## config.mk

```make
export PLATFORM = sky130hd
export DESIGN_NAME = tensor_layout_transpose_addr
export DESIGN_NICKNAME = d
export VERILOG_FILES = /design/src/hdl/tlt_pkg.sv /design/src/hdl/tlt_regs.sv /design/src/hdl/tlt_datapath.sv /design/src/hdl/tlt_ctrl.sv /design/src/hdl/tensor_layout_transpose_addr.sv
export SDC_FILE = /design/constraint.sdc
export NUM_CORES = 2
export LEC_CHECK = 0
export BUFFER_PORTS_ARGS = -buffer_cell sky130_fd_sc_hd__buf_2
export CORE_MARGIN = 2
export CORE_UTILIZATION = 45
export CTS_CLUSTER_DIAMETER = 200
export DETAILED_ROUTE_END_ITERATION = 10
export PLACE_DENSITY = 0.7
export SLEW_MARGIN = 10
export SYNTH_ARGS = -nofsm -noshare
export SYNTH_HDL_FRONTEND = slang
export SYNTH_SLANG_ARGS = --single-unit
```

## constraint.sdc

```tcl
create_clock -name clk -period 9.81 [get_ports clk]
set_input_delay 1.4715 -clock clk [delete_from_list [all_inputs] [get_ports clk]]
set_output_delay 1.4715 -clock clk [all_outputs]
set_load 0.01 [all_outputs]
```

## src/hdl/tlt_pkg.sv

```systemverilog
`timescale 1ns / 1ps
// ----------------------------------------------------------------------------
// tlt_pkg
// Shared types and constants of the tensor layout transpose address block.
// ----------------------------------------------------------------------------
package tlt_pkg;

  // Width of the dimension registers and of the layout mode register.
  localparam int DIM_W   = 16;
  localparam int MODE_W  = 2;
  localparam int CFG_IDX_W = 3;
  localparam int VALUE_W = 32;
  localparam int DEST_W  = 32;

  // Layout modes. Any other code behaves as NHWC to NCHW.
  localparam logic [MODE_W-1:0] MODE_2D        = 2'd0;
  localparam logic [MODE_W-1:0] MODE_NCHW_NHWC = 2'd1;
  localparam logic [MODE_W-1:0] MODE_NHWC_NCHW = 2'd2;

  // Configuration register indexes.
  localparam logic [CFG_IDX_W-1:0] REG_LAYOUT_MODE = 3'd0;
  localparam logic [CFG_IDX_W-1:0] REG_DIM_A       = 3'd1;
  localparam logic [CFG_IDX_W-1:0] REG_DIM_B       = 3'd2;
  localparam logic [CFG_IDX_W-1:0] REG_DIM_H       = 3'd3;
  localparam logic [CFG_IDX_W-1:0] REG_DIM_W       = 3'd4;

  // Multiply-add steps per item, minus one.
  localparam logic [1:0] LAST_PHASE_2D = 2'd0;
  localparam logic [1:0] LAST_PHASE_4D = 2'd2;

  typedef struct packed {
    logic [MODE_W-1:0] layout_mode;
    logic [DIM_W-1:0]  dim_a;
    logic [DIM_W-1:0]  dim_b;
    logic [DIM_W-1:0]  dim_h;
    logic [DIM_W-1:0]  dim_w;
  } cfg_t;

  typedef enum logic [1:0] {
    S_IDLE,
    S_CALC,
    S_FINISH
  } state_t;

  typedef struct packed {
    logic load;   // take the input item, snapshot and step the counters
    logic mac;    // one multiply-add step of the address
    logic store;  // move the finished result into the output register
  } cmd_t;

  typedef struct packed {
    logic last_step;  // the current multiply-add step is the final one
  } status_t;

endpackage

```

## src/hdl/tlt_regs.sv

```systemverilog
`timescale 1ns / 1ps
// ----------------------------------------------------------------------------
// tlt_regs
// Configuration registers: layout mode and the four tensor dimensions.
// ----------------------------------------------------------------------------
module tlt_regs (
  input  logic                               clk,
  input  logic                               rst,
  input  logic                               cfg_valid,
  output logic                               cfg_ready,
  input  logic [tlt_pkg::CFG_IDX_W-1:0]      cfg_index,
  input  logic [tlt_pkg::DIM_W-1:0]          cfg_data,
  output tlt_pkg::cfg_t                      cfg
);

  assign cfg_ready = 1'b1;

  always_ff @(posedge clk) begin
    if (rst) begin
      cfg.layout_mode <= tlt_pkg::MODE_2D;
      cfg.dim_a       <= tlt_pkg::DIM_W'(1);
      cfg.dim_b       <= tlt_pkg::DIM_W'(1);
      cfg.dim_h       <= tlt_pkg::DIM_W'(1);
      cfg.dim_w       <= tlt_pkg::DIM_W'(1);
    end else if (cfg_valid) begin
      case (cfg_index)
        tlt_pkg::REG_LAYOUT_MODE: cfg.layout_mode <= cfg_data[tlt_pkg::MODE_W-1:0];
        tlt_pkg::REG_DIM_A:       cfg.dim_a       <= cfg_data;
        tlt_pkg::REG_DIM_B:       cfg.dim_b       <= cfg_data;
        tlt_pkg::REG_DIM_H:       cfg.dim_h       <= cfg_data;
        tlt_pkg::REG_DIM_W:       cfg.dim_w       <= cfg_data;
        default: begin
        end
      endcase
    end
  end

endmodule

```

## src/hdl/tlt_datapath.sv

```systemverilog
`timescale 1ns / 1ps
// ----------------------------------------------------------------------------
// tlt_datapath
// Coordinate counters, a shared multiply-add unit for the destination
// address and the output register.
// ----------------------------------------------------------------------------
module tlt_datapath #(
  parameter int DIM_BITS  = 16,
  parameter int ADDR_BITS = 32
) (
  input  logic                          clk,
  input  logic                          rst,
  input  tlt_pkg::cfg_t                 cfg,
  input  tlt_pkg::cmd_t                 cmd,
  output tlt_pkg::status_t              status,
  input  logic [tlt_pkg::VALUE_W-1:0]   in_value,
  output logic [tlt_pkg::DEST_W-1:0]    out_address,
  output logic [tlt_pkg::VALUE_W-1:0]   out_value,
  output logic                          out_last
);

  localparam int CMP_W = (DIM_BITS > tlt_pkg::DIM_W) ? DIM_BITS : tlt_pkg::DIM_W;

  // Live coordinate counters.
  logic [DIM_BITS-1:0] coord_outer, coord_second, coord_third, coord_inner;
  logic [DIM_BITS-1:0] coord_outer_next, coord_second_next;
  logic [DIM_BITS-1:0] coord_third_next, coord_inner_next;
  logic                last_next;

  // Snapshot of the item under work.
  logic [DIM_BITS-1:0]          snap_outer, snap_second, snap_third, snap_inner;
  logic [tlt_pkg::VALUE_W-1:0]  snap_value;
  logic                         snap_last;

  logic [ADDR_BITS-1:0] acc, acc_next, prod;
  logic [1:0]           phase;
  logic [1:0]           last_phase;

  logic [tlt_pkg::DIM_W-1:0] eff_a, eff_b, eff_h, eff_w;
  logic [tlt_pkg::DIM_W-1:0] dim_inner, dim_third, dim_second, mac_dim;
  logic [DIM_BITS-1:0]       mac_coord;
  logic                      mode_2d, mode_nchw;

  // True when the counter has reached the final index of its dimension.
  function automatic logic at_end(input logic [DIM_BITS-1:0] ctr,
                                  input logic [tlt_pkg::DIM_W-1:0] dim);
    logic [CMP_W-1:0] c;
    logic [CMP_W-1:0] d;
    c = CMP_W'(ctr);
    d = CMP_W'(dim) - CMP_W'(1);
    return c >= d;
  endfunction

  assign eff_a = (cfg.dim_a == '0) ? tlt_pkg::DIM_W'(1) : cfg.dim_a;
  assign eff_b = (cfg.dim_b == '0) ? tlt_pkg::DIM_W'(1) : cfg.dim_b;
  assign eff_h = (cfg.dim_h == '0) ? tlt_pkg::DIM_W'(1) : cfg.dim_h;
  assign eff_w = (cfg.dim_w == '0) ? tlt_pkg::DIM_W'(1) : cfg.dim_w;

  assign mode_2d   = (cfg.layout_mode == tlt_pkg::MODE_2D);
  assign mode_nchw = (cfg.layout_mode == tlt_pkg::MODE_NCHW_NHWC);

  always_comb begin
    if (mode_nchw) begin
      dim_inner  = eff_w;
      dim_third  = eff_h;
      dim_second = eff_b;
    end else if (mode_2d) begin
      dim_inner  = eff_b;
      dim_third  = eff_h;
      dim_second = eff_w;
    end else begin
      dim_inner  = eff_b;
      dim_third  = eff_w;
      dim_second = eff_h;
    end
  end

  // Carry chain of the counters, innermost first.
  always_comb begin
    logic c_inner, c_third, c_second, c_outer, c_mid;
    c_inner  = at_end(coord_inner, dim_inner);
    c_third  = 1'b0;
    c_second = 1'b0;
    c_outer  = 1'b0;
    coord_inner_next  = c_inner ? '0 : coord_inner + DIM_BITS'(1);
    coord_third_next  = coord_third;
    coord_second_next = coord_second;
    coord_outer_next  = coord_outer;
    if (mode_2d) begin
      // The middle counters do not exist in the 2D transpose.
      coord_third_next  = '0;
      coord_second_next = '0;
      c_mid = c_inner;
    end else begin
      if (c_inner) begin
        c_third = at_end(coord_third, dim_third);
        coord_third_next = c_third ? '0 : coord_third + DIM_BITS'(1);
      end
      if (c_third) begin
        c_second = at_end(coord_second, dim_second);
        coord_second_next = c_second ? '0 : coord_second + DIM_BITS'(1);
      end
      c_mid = c_second;
    end
    if (c_mid) begin
      c_outer = at_end(coord_outer, eff_a);
      coord_outer_next = c_outer ? '0 : coord_outer + DIM_BITS'(1);
    end
    last_next = c_mid && c_outer;
    if (last_next) begin
      coord_inner_next  = '0;
      coord_third_next  = '0;
      coord_second_next = '0;
      coord_outer_next  = '0;
    end
  end

  always_ff @(posedge clk) begin
    if (rst) begin
      coord_outer  <= '0;
      coord_second <= '0;
      coord_third  <= '0;
      coord_inner  <= '0;
    end else if (cmd.load) begin
      coord_outer  <= coord_outer_next;
      coord_second <= coord_second_next;
      coord_third  <= coord_third_next;
      coord_inner  <= coord_inner_next;
    end
  end

  // Operand selection of the multiply-add unit: acc = acc * dim + coord.
  always_comb begin
    mac_dim   = eff_a;
    mac_coord = snap_outer;
    if (mode_2d) begin
      mac_dim   = eff_a;
      mac_coord = snap_outer;
    end else if (mode_nchw) begin
      case (phase)
        2'd0: begin mac_dim = eff_h; mac_coord = snap_third;  end
        2'd1: begin mac_dim = eff_w; mac_coord = snap_inner;  end
        default: begin mac_dim = eff_b; mac_coord = snap_second; end
      endcase
    end else begin
      case (phase)
        2'd0: begin mac_dim = eff_b; mac_coord = snap_inner;  end
        2'd1: begin mac_dim = eff_h; mac_coord = snap_second; end
        default: begin mac_dim = eff_w; mac_coord = snap_third; end
      endcase
    end
  end

  // Products and sums wrap at the address width.
  assign prod     = acc * ADDR_BITS'(mac_dim);
  assign acc_next = prod + ADDR_BITS'(mac_coord);

  assign last_phase       = mode_2d ? tlt_pkg::LAST_PHASE_2D : tlt_pkg::LAST_PHASE_4D;
  assign status.last_step = (phase == last_phase);

  always_ff @(posedge clk) begin
    if (rst) begin
      phase <= '0;
    end else if (cmd.load) begin
      phase <= '0;
    end else if (cmd.mac) begin
      phase <= phase + 2'd1;
    end
  end

  always_ff @(posedge clk) begin
    if (cmd.load) begin
      snap_outer  <= coord_outer;
      snap_second <= coord_second;
      snap_third  <= coord_third;
      snap_inner  <= coord_inner;
      snap_value  <= in_value;
      snap_last   <= last_next;
      // The 2D address starts from the column; the 4D ones from the batch.
      acc <= mode_2d ? ADDR_BITS'(coord_inner) : ADDR_BITS'(coord_outer);
    end else if (cmd.mac) begin
      acc <= acc_next;
    end
  end

  always_ff @(posedge clk) begin
    if (cmd.store) begin
      out_address <= tlt_pkg::DEST_W'(acc);
      out_value   <= snap_value;
      out_last    <= snap_last;
    end
  end

endmodule

```

## src/hdl/tlt_ctrl.sv

```systemverilog
`timescale 1ns / 1ps
// ----------------------------------------------------------------------------
// tlt_ctrl
// Sequencer: takes one item, runs the multiply-add steps and hands the
// result to the output register once it is free.
// ----------------------------------------------------------------------------
module tlt_ctrl (
  input  logic              clk,
  input  logic              rst,
  input  logic              in_valid,
  output logic              in_ready,
  output logic              out_valid,
  input  logic              out_ready,
  input  tlt_pkg::status_t  status,
  output tlt_pkg::cmd_t     cmd
);

  tlt_pkg::state_t state, state_next;
  logic            out_free;

  assign out_free = !out_valid || out_ready;

  always_comb begin
    state_next = state;
    case (state)
      tlt_pkg::S_IDLE:   if (in_valid) state_next = tlt_pkg::S_CALC;
      tlt_pkg::S_CALC:   if (status.last_step) state_next = tlt_pkg::S_FINISH;
      tlt_pkg::S_FINISH: if (out_free) state_next = tlt_pkg::S_IDLE;
      default:           state_next = tlt_pkg::S_IDLE;
    endcase
  end

  always_comb begin
    in_ready  = 1'b0;
    cmd.load  = 1'b0;
    cmd.mac   = 1'b0;
    cmd.store = 1'b0;
    case (state)
      tlt_pkg::S_IDLE: begin
        in_ready = 1'b1;
        cmd.load = in_valid;
      end
      tlt_pkg::S_CALC:   cmd.mac = 1'b1;
      tlt_pkg::S_FINISH: cmd.store = out_free;
      default: begin
      end
    endcase
  end

  always_ff @(posedge clk) begin
    if (rst) begin
      state     <= tlt_pkg::S_IDLE;
      out_valid <= 1'b0;
    end else begin
      state <= state_next;
      if (cmd.store) begin
        out_valid <= 1'b1;
      end else if (out_ready) begin
        out_valid <= 1'b0;
      end
    end
  end

  // A result never overwrites one that has not been taken.
  a_store_free: assert property (@(posedge clk) disable iff (rst)
    cmd.store |-> (!out_valid || out_ready))
    else $error("result stored over an untaken result");

  // Commands are mutually exclusive.
  a_cmd_excl: assert property (@(posedge clk) disable iff (rst)
    $onehot0({cmd.load, cmd.mac, cmd.store}))
    else $error("more than one datapath command at once");

  // At least one multiply-add step separates taking an item and its result.
  a_load_then_mac: assert property (@(posedge clk) disable iff (rst)
    cmd.load |=> (cmd.mac && !cmd.store))
    else $error("item loaded without a multiply-add step following");

  // Every stored result raises the output valid in the next cycle.
  a_store_valid: assert property (@(posedge clk) disable iff (rst)
    cmd.store |=> out_valid)
    else $error("stored result not presented");

endmodule

```

## src/hdl/tensor_layout_transpose_addr.sv

```systemverilog
`timescale 1ns / 1ps
// ----------------------------------------------------------------------------
// tensor_layout_transpose_addr
// Destination address generator for 2D transpose and NCHW/NHWC conversion.
// ----------------------------------------------------------------------------
// Tensor elements arrive on the s_axis channel in source order, one 32-bit
// pattern per item. Each leaves on m_axis unchanged, together with its flat
// index in the destination tensor; tlast marks the final element of the
// tensor, after which the coordinate counters start again from zero.
// The cfg channel writes the layout mode (index 0) and the dimensions
// (indexes 1 to 4); it is always ready. The user must write it only while
// idle; the block does not enforce this. One multiply-add unit builds the
// address step by step: one step in the 2D mode, three in the 4D modes.
// An item is snapshot, the steps run, and the address is stored into the
// output register; a new item is accepted only after that store.
// The result sits in an output register, so the next item is accepted while
// the receiver stalls; that item's result waits in the datapath until the
// output register is taken.
// Reset clears the counters, sets the mode to 2D and every dimension to 1.
// ----------------------------------------------------------------------------
module tensor_layout_transpose_addr #(
  parameter int DIM_BITS  = 16,
  parameter int ADDR_BITS = 32
) (
  input  logic                              clk,
  input  logic                              rst,
  input  logic                              s_axis_tvalid,
  output logic                              s_axis_tready,
  input  logic [tlt_pkg::VALUE_W-1:0]       s_axis_tdata,   // elem_value
  output logic                              m_axis_tvalid,
  input  logic                              m_axis_tready,
  // dest_address [31:0], out_value [63:32]
  output logic [tlt_pkg::DEST_W+tlt_pkg::VALUE_W-1:0] m_axis_tdata,
  output logic                              m_axis_tlast,   // tensor_last
  input  logic                              cfg_valid,
  output logic                              cfg_ready,
  input  logic [tlt_pkg::CFG_IDX_W-1:0]     cfg_index,
  input  logic [tlt_pkg::DIM_W-1:0]         cfg_data
);

  tlt_pkg::cfg_t    cfg;
  tlt_pkg::cmd_t    cmd;
  tlt_pkg::status_t status;

  logic [tlt_pkg::DEST_W-1:0]  out_address;
  logic [tlt_pkg::VALUE_W-1:0] out_value;

  tlt_regs u_regs (
    .clk       (clk),
    .rst       (rst),
    .cfg_valid (cfg_valid),
    .cfg_ready (cfg_ready),
    .cfg_index (cfg_index),
    .cfg_data  (cfg_data),
    .cfg       (cfg)
  );

  tlt_ctrl u_ctrl (
    .clk       (clk),
    .rst       (rst),
    .in_valid  (s_axis_tvalid),
    .in_ready  (s_axis_tready),
    .out_valid (m_axis_tvalid),
    .out_ready (m_axis_tready),
    .status    (status),
    .cmd       (cmd)
  );

  tlt_datapath #(
    .DIM_BITS  (DIM_BITS),
    .ADDR_BITS (ADDR_BITS)
  ) u_datapath (
    .clk         (clk),
    .rst         (rst),
    .cfg         (cfg),
    .cmd         (cmd),
    .status      (status),
    .in_value    (s_axis_tdata),
    .out_address (out_address),
    .out_value   (out_value),
    .out_last    (m_axis_tlast)
  );

  assign m_axis_tdata = {out_value, out_address};

endmodule
```

==> summary.txt <==
Run status
  – Outcome: finished clean

Worst hold path
  – Worst hold path class: flop to flop
  – Hold Crit Start: u_datapath.snap_value[14]$_DFFE_PP_
  – Worst hold path stage count: 0
  – Worst Hold Path EP: u_datapath.out_value[14]$_DFFE_PP_

STA
  – Setup TNS: 0 ps
  – Fmax: 0.114 GHz
  – Clock Skew: 35.9 ps
  – Slew headroom: 20.9%
  – Worst-margin pin slew: 1190 ps
  – Period utilization: 89.1%
  – RSZ-0062 raised after global routing: no
  – Final min period: 8740 ps
  – Slew Limit Fails: 0
  – Final Hold Fails: 0
  – Setup violations, final: 0

Setup path
  – Worst r2r src: u_datapath.phase[1]$_SDFFE_PP0P_
  – Delay-heaviest family, CP: adder cells
  – RR Endpoint: u_datapath.acc[31]$_SDFFCE_PP0P_
  – CP bufs+invs: 8
  – Critical path's slowest cell: a221oi_4
  – Critical Path AT: 9050 ps
  – Critical Path Sink Type: flop
  – Worst reg-to-reg setup slack: 1070 ps
  – Startpoint types: flop
  – Worst EP required: 10,120 ps
  – Crit path kind: flop to flop
  – Maximum fanout along the worst path: 72
  – Reg2reg path depth: 30
  – Largest stage delay, worst path: 830 ps

Final layout
  – Nets: 3,737
  – ANT cells: 0
  – Area grow syn2layout: 9.05%
  – Area of the multi-input gates: 18,400 µm²
  – Finished Cell Area: 31,900 µm²
  – Final core utilization: 49.6%
  – # fillers: 5,936
  – Share of layout cells above drive strength 1: 8.37%
  – Register Area: 8530 µm²

Route
  – Total Routed Length: 81.6 mm
  – Vias after detailed routing: 22,699
  – Routed len/inst: 19.9 µm
  – DRT iter0 DRCs: 2,012
  – DR vias/cell: 5.55
  – Initial DRT Pass Iterations: 6
  – DRC violations left: 0
  – Antenna Nets Post-Route: 0

Floorplan
  – Ports: 124
  – Die width: 259 µm
  – Core Region: 64,300 µm²
  – Die height: 259 µm
  – Die footprint: 67,100 µm²
  – Initial Util: 45.5%
  – Rows: 93

Logic synthesis
  – Adder-cell share of the synthesized area: 28.5%
  – Seq cells post-synth: 329
  – Ys Warns: 0
  – Xor and xnor area share after synthesis: 4.05%
  – Synth top area share: 21.8%
  – Seq/Total Area, Yosys: 29.1%
  – Area leader, netlist: fa_1
  – Mean Syn Cell Area: 9.17 µm²
  – Synth top cells by count: 489 x nand2_1, 437 x inv_1, 319 x fa_1, 206 x nor2_1, 196 x a21oi_1
  – Post-synth ARST share: 0%
  – Post-synthesis simple-gate area fraction: 17.6%
  – Compound-Gate Fraction of Synth Area: 10.3%
  – Synth unique cells: 76
  – Largest family of logic cells by synthesized area: adder cells
  – Post-synthesis mux area share: 1.95%
  – Post-Syn Instances: 3,195
  – Mapped Nets: 3,727
  – Most used DFF post-synth: edfxtp_1
  – Top-count cell post-synth: nand2_1
  – Ranking of synthesized cells by area: fa_1 22%, edfxtp_1 20%, dfxtp_1 9.2%
  – Number of synthesized flops with an enable pin: 194
  – Post-Syn Area: 29,300 µm²

Run
  – Max Cap Viol: 0

Placement
  – PortBufs: 122
  – Area after DPL: 30,500 µm²
  – Hpwl dp: 60.3 mm
  – Placer's final routability congestion estimate: 0.910

Clocking
  – Root Driver: clkbuf_16
  – Post_cts resized: 0
  – Number of H-tree levels: 2
  – Clock buffer depth: 3
  – # clock sinks: 329
  – Skew-Pair Late Insertion Delay: 590 ps
  – CTS buffer count: 41
  – Setup Fix Bufs, Post-CTS: 0
  – Hold_buf cts: 0
  – CTS tree: built
  – Reg clk slew, reported paths: 60 ps

Global routing
  – Busiest grt layer: met2
  – Grt met3 use: 4.21%
  – Number of global-route vias before repair: 22,340
  – First-pass GRT wire length: 128 mm
  – Remaining global-route overflow: 0
  – Initial antenna violation count: 0
  – Largest net degree at the start of global routing: 91
  – GR Layer Usage met2: 40.0%
  – Met1 Track Usage GR: 33.6%
  – Total global-route track usage: 24.6%

Pwr
  – Worst vdd ir: 211 µV
  – Switching power: 0.00362 W
  – Leakage Power: 13.4 nW
  – P_int: 0.00447 W
  – PD cells: 253 nW/µm²
  – Clock share of power: 19.7%
  – Reg power frac: 26.8%
  – Comb power frac: 53.6%
  – Sw Ratio: 44.7%
## layout make-up
cell class	count	share of cell area, %
multi-input combinational	2236	57.6
clock buffer	54	3.76
timing repair buffer	159	2.78
clock inverter	20	0.670
tap	855	3.35
sequential	329	26.7
inverter	438	5.16
## layer usage
layer	up-vias	part of all wire, %
li1	10404	-
met1	11142	43
met2	980	47
met3	173	7.4
met4	0	3.0
met5	-	0
## how the worst max path moves through the flow
| stage | start | to | slack [ps] | cells after the start |
|---|---|---|---|---|
| global route | u_datapath.phase[1]$_SDFFE_PP0P_ | u_datapath.acc[31]$_SDFFCE_PP0P_ | 590 | 30 |
| finish | u_datapath.phase[1]$_SDFFE_PP0P_ | u_datapath.acc[31]$_SDFFCE_PP0P_ | 1070 | 30 |
| detailed placement | u_datapath.phase[0]$_SDFFE_PP0P_ | u_datapath.acc[31]$_SDFFCE_PP0P_ | 1190 | 29 |
| floorplan | u_datapath.phase[0]$_SDFFE_PP0P_ | u_datapath.acc[27]$_SDFFCE_PP0P_ | 2520 | 29 |
| global placement | u_datapath.phase[0]$_SDFFE_PP0P_ | u_datapath.acc[31]$_SDFFCE_PP0P_ | 1240 | 29 |
| CTS | u_datapath.phase[0]$_SDFFE_PP0P_ | u_datapath.acc[31]$_SDFFCE_PP0P_ | 1150 | 29 |
## per-stage QoR
step | power [W] | setup slack, ps | std cells | hold WS (ps)
after global routing | 0.00877 | 594 | 4091 | 422
after floorplan | 0.00524 | 2520 | 3195 | 400
after global placement | 0.00635 | 1240 | 4017 | 401
after CTS | 0.00807 | 1150 | 4091 | 418
after detailed placement | 0.00643 | 1190 | 4017 | 405
final | 0.00809 | 1070 | 4091 | 416
## cell families (layout without fill, tap and decap cells)
| kind of cell | count (synthesis) | in the layout |
|---|---|---|
| AO/OA/AOI/OAI | 468 | 468 |
| XOR/XNOR | 134 | 134 |
| adder cells (fa/ha/maj) | 476 | 476 |
| buffers and inverters | 630 | 671 |
| flip-flops | 329 | 329 |
| multiplexers | 57 | 57 |
| other | 1 | 1 |
| AND/OR/NAND/NOR | 1100 | 1100 |
## layout by cell type (no fill, tap or decap), types with 56 or more instances in the layout
master / n
nor2_1: 204
fa_1: 319
a21oi_1: 194
xnor2_1: 77
xor2_1: 56
nand2_1: 489
inv_1: 436
mux2i_1: 57
and2_1: 156
buf_2: 122
dfxtp_1: 133
edfxtp_1: 194
ha_1: 155
## sequential cells by signal (all words and copies together), names as in the netlist
signal / count
u_datapath.snap_last: 1
u_ctrl.state: 2
u_datapath.snap_outer: 16
u_datapath.acc: 32
u_datapath.coord_inner: 16
u_datapath.phase: 2
u_datapath.coord_second: 16
u_datapath.out_value: 32
u_regs.cfg: 66
u_datapath.snap_value: 32
u_datapath.out_address: 32
u_datapath.snap_second: 16
u_datapath.snap_inner: 16
u_datapath.coord_outer: 16
u_datapath.out_last: 1
u_ctrl.out_valid: 1
u_datapath.snap_third: 16
u_datapath.coord_third: 16
## power by group through the flow
stage          combinational (W)  clock [W]  sequential (W)
2_1_floorplan            0.00338          0         0.00186
3_3_place_gp             0.00419          0         0.00217
3_5_place_dp             0.00427          0         0.00217
4_1_cts                  0.00430    0.00162         0.00214
5_1_grt                  0.00492    0.00167         0.00218
6_report                 0.00434    0.00159         0.00217
No activity file was read; power rests on OpenSTA's default activity.
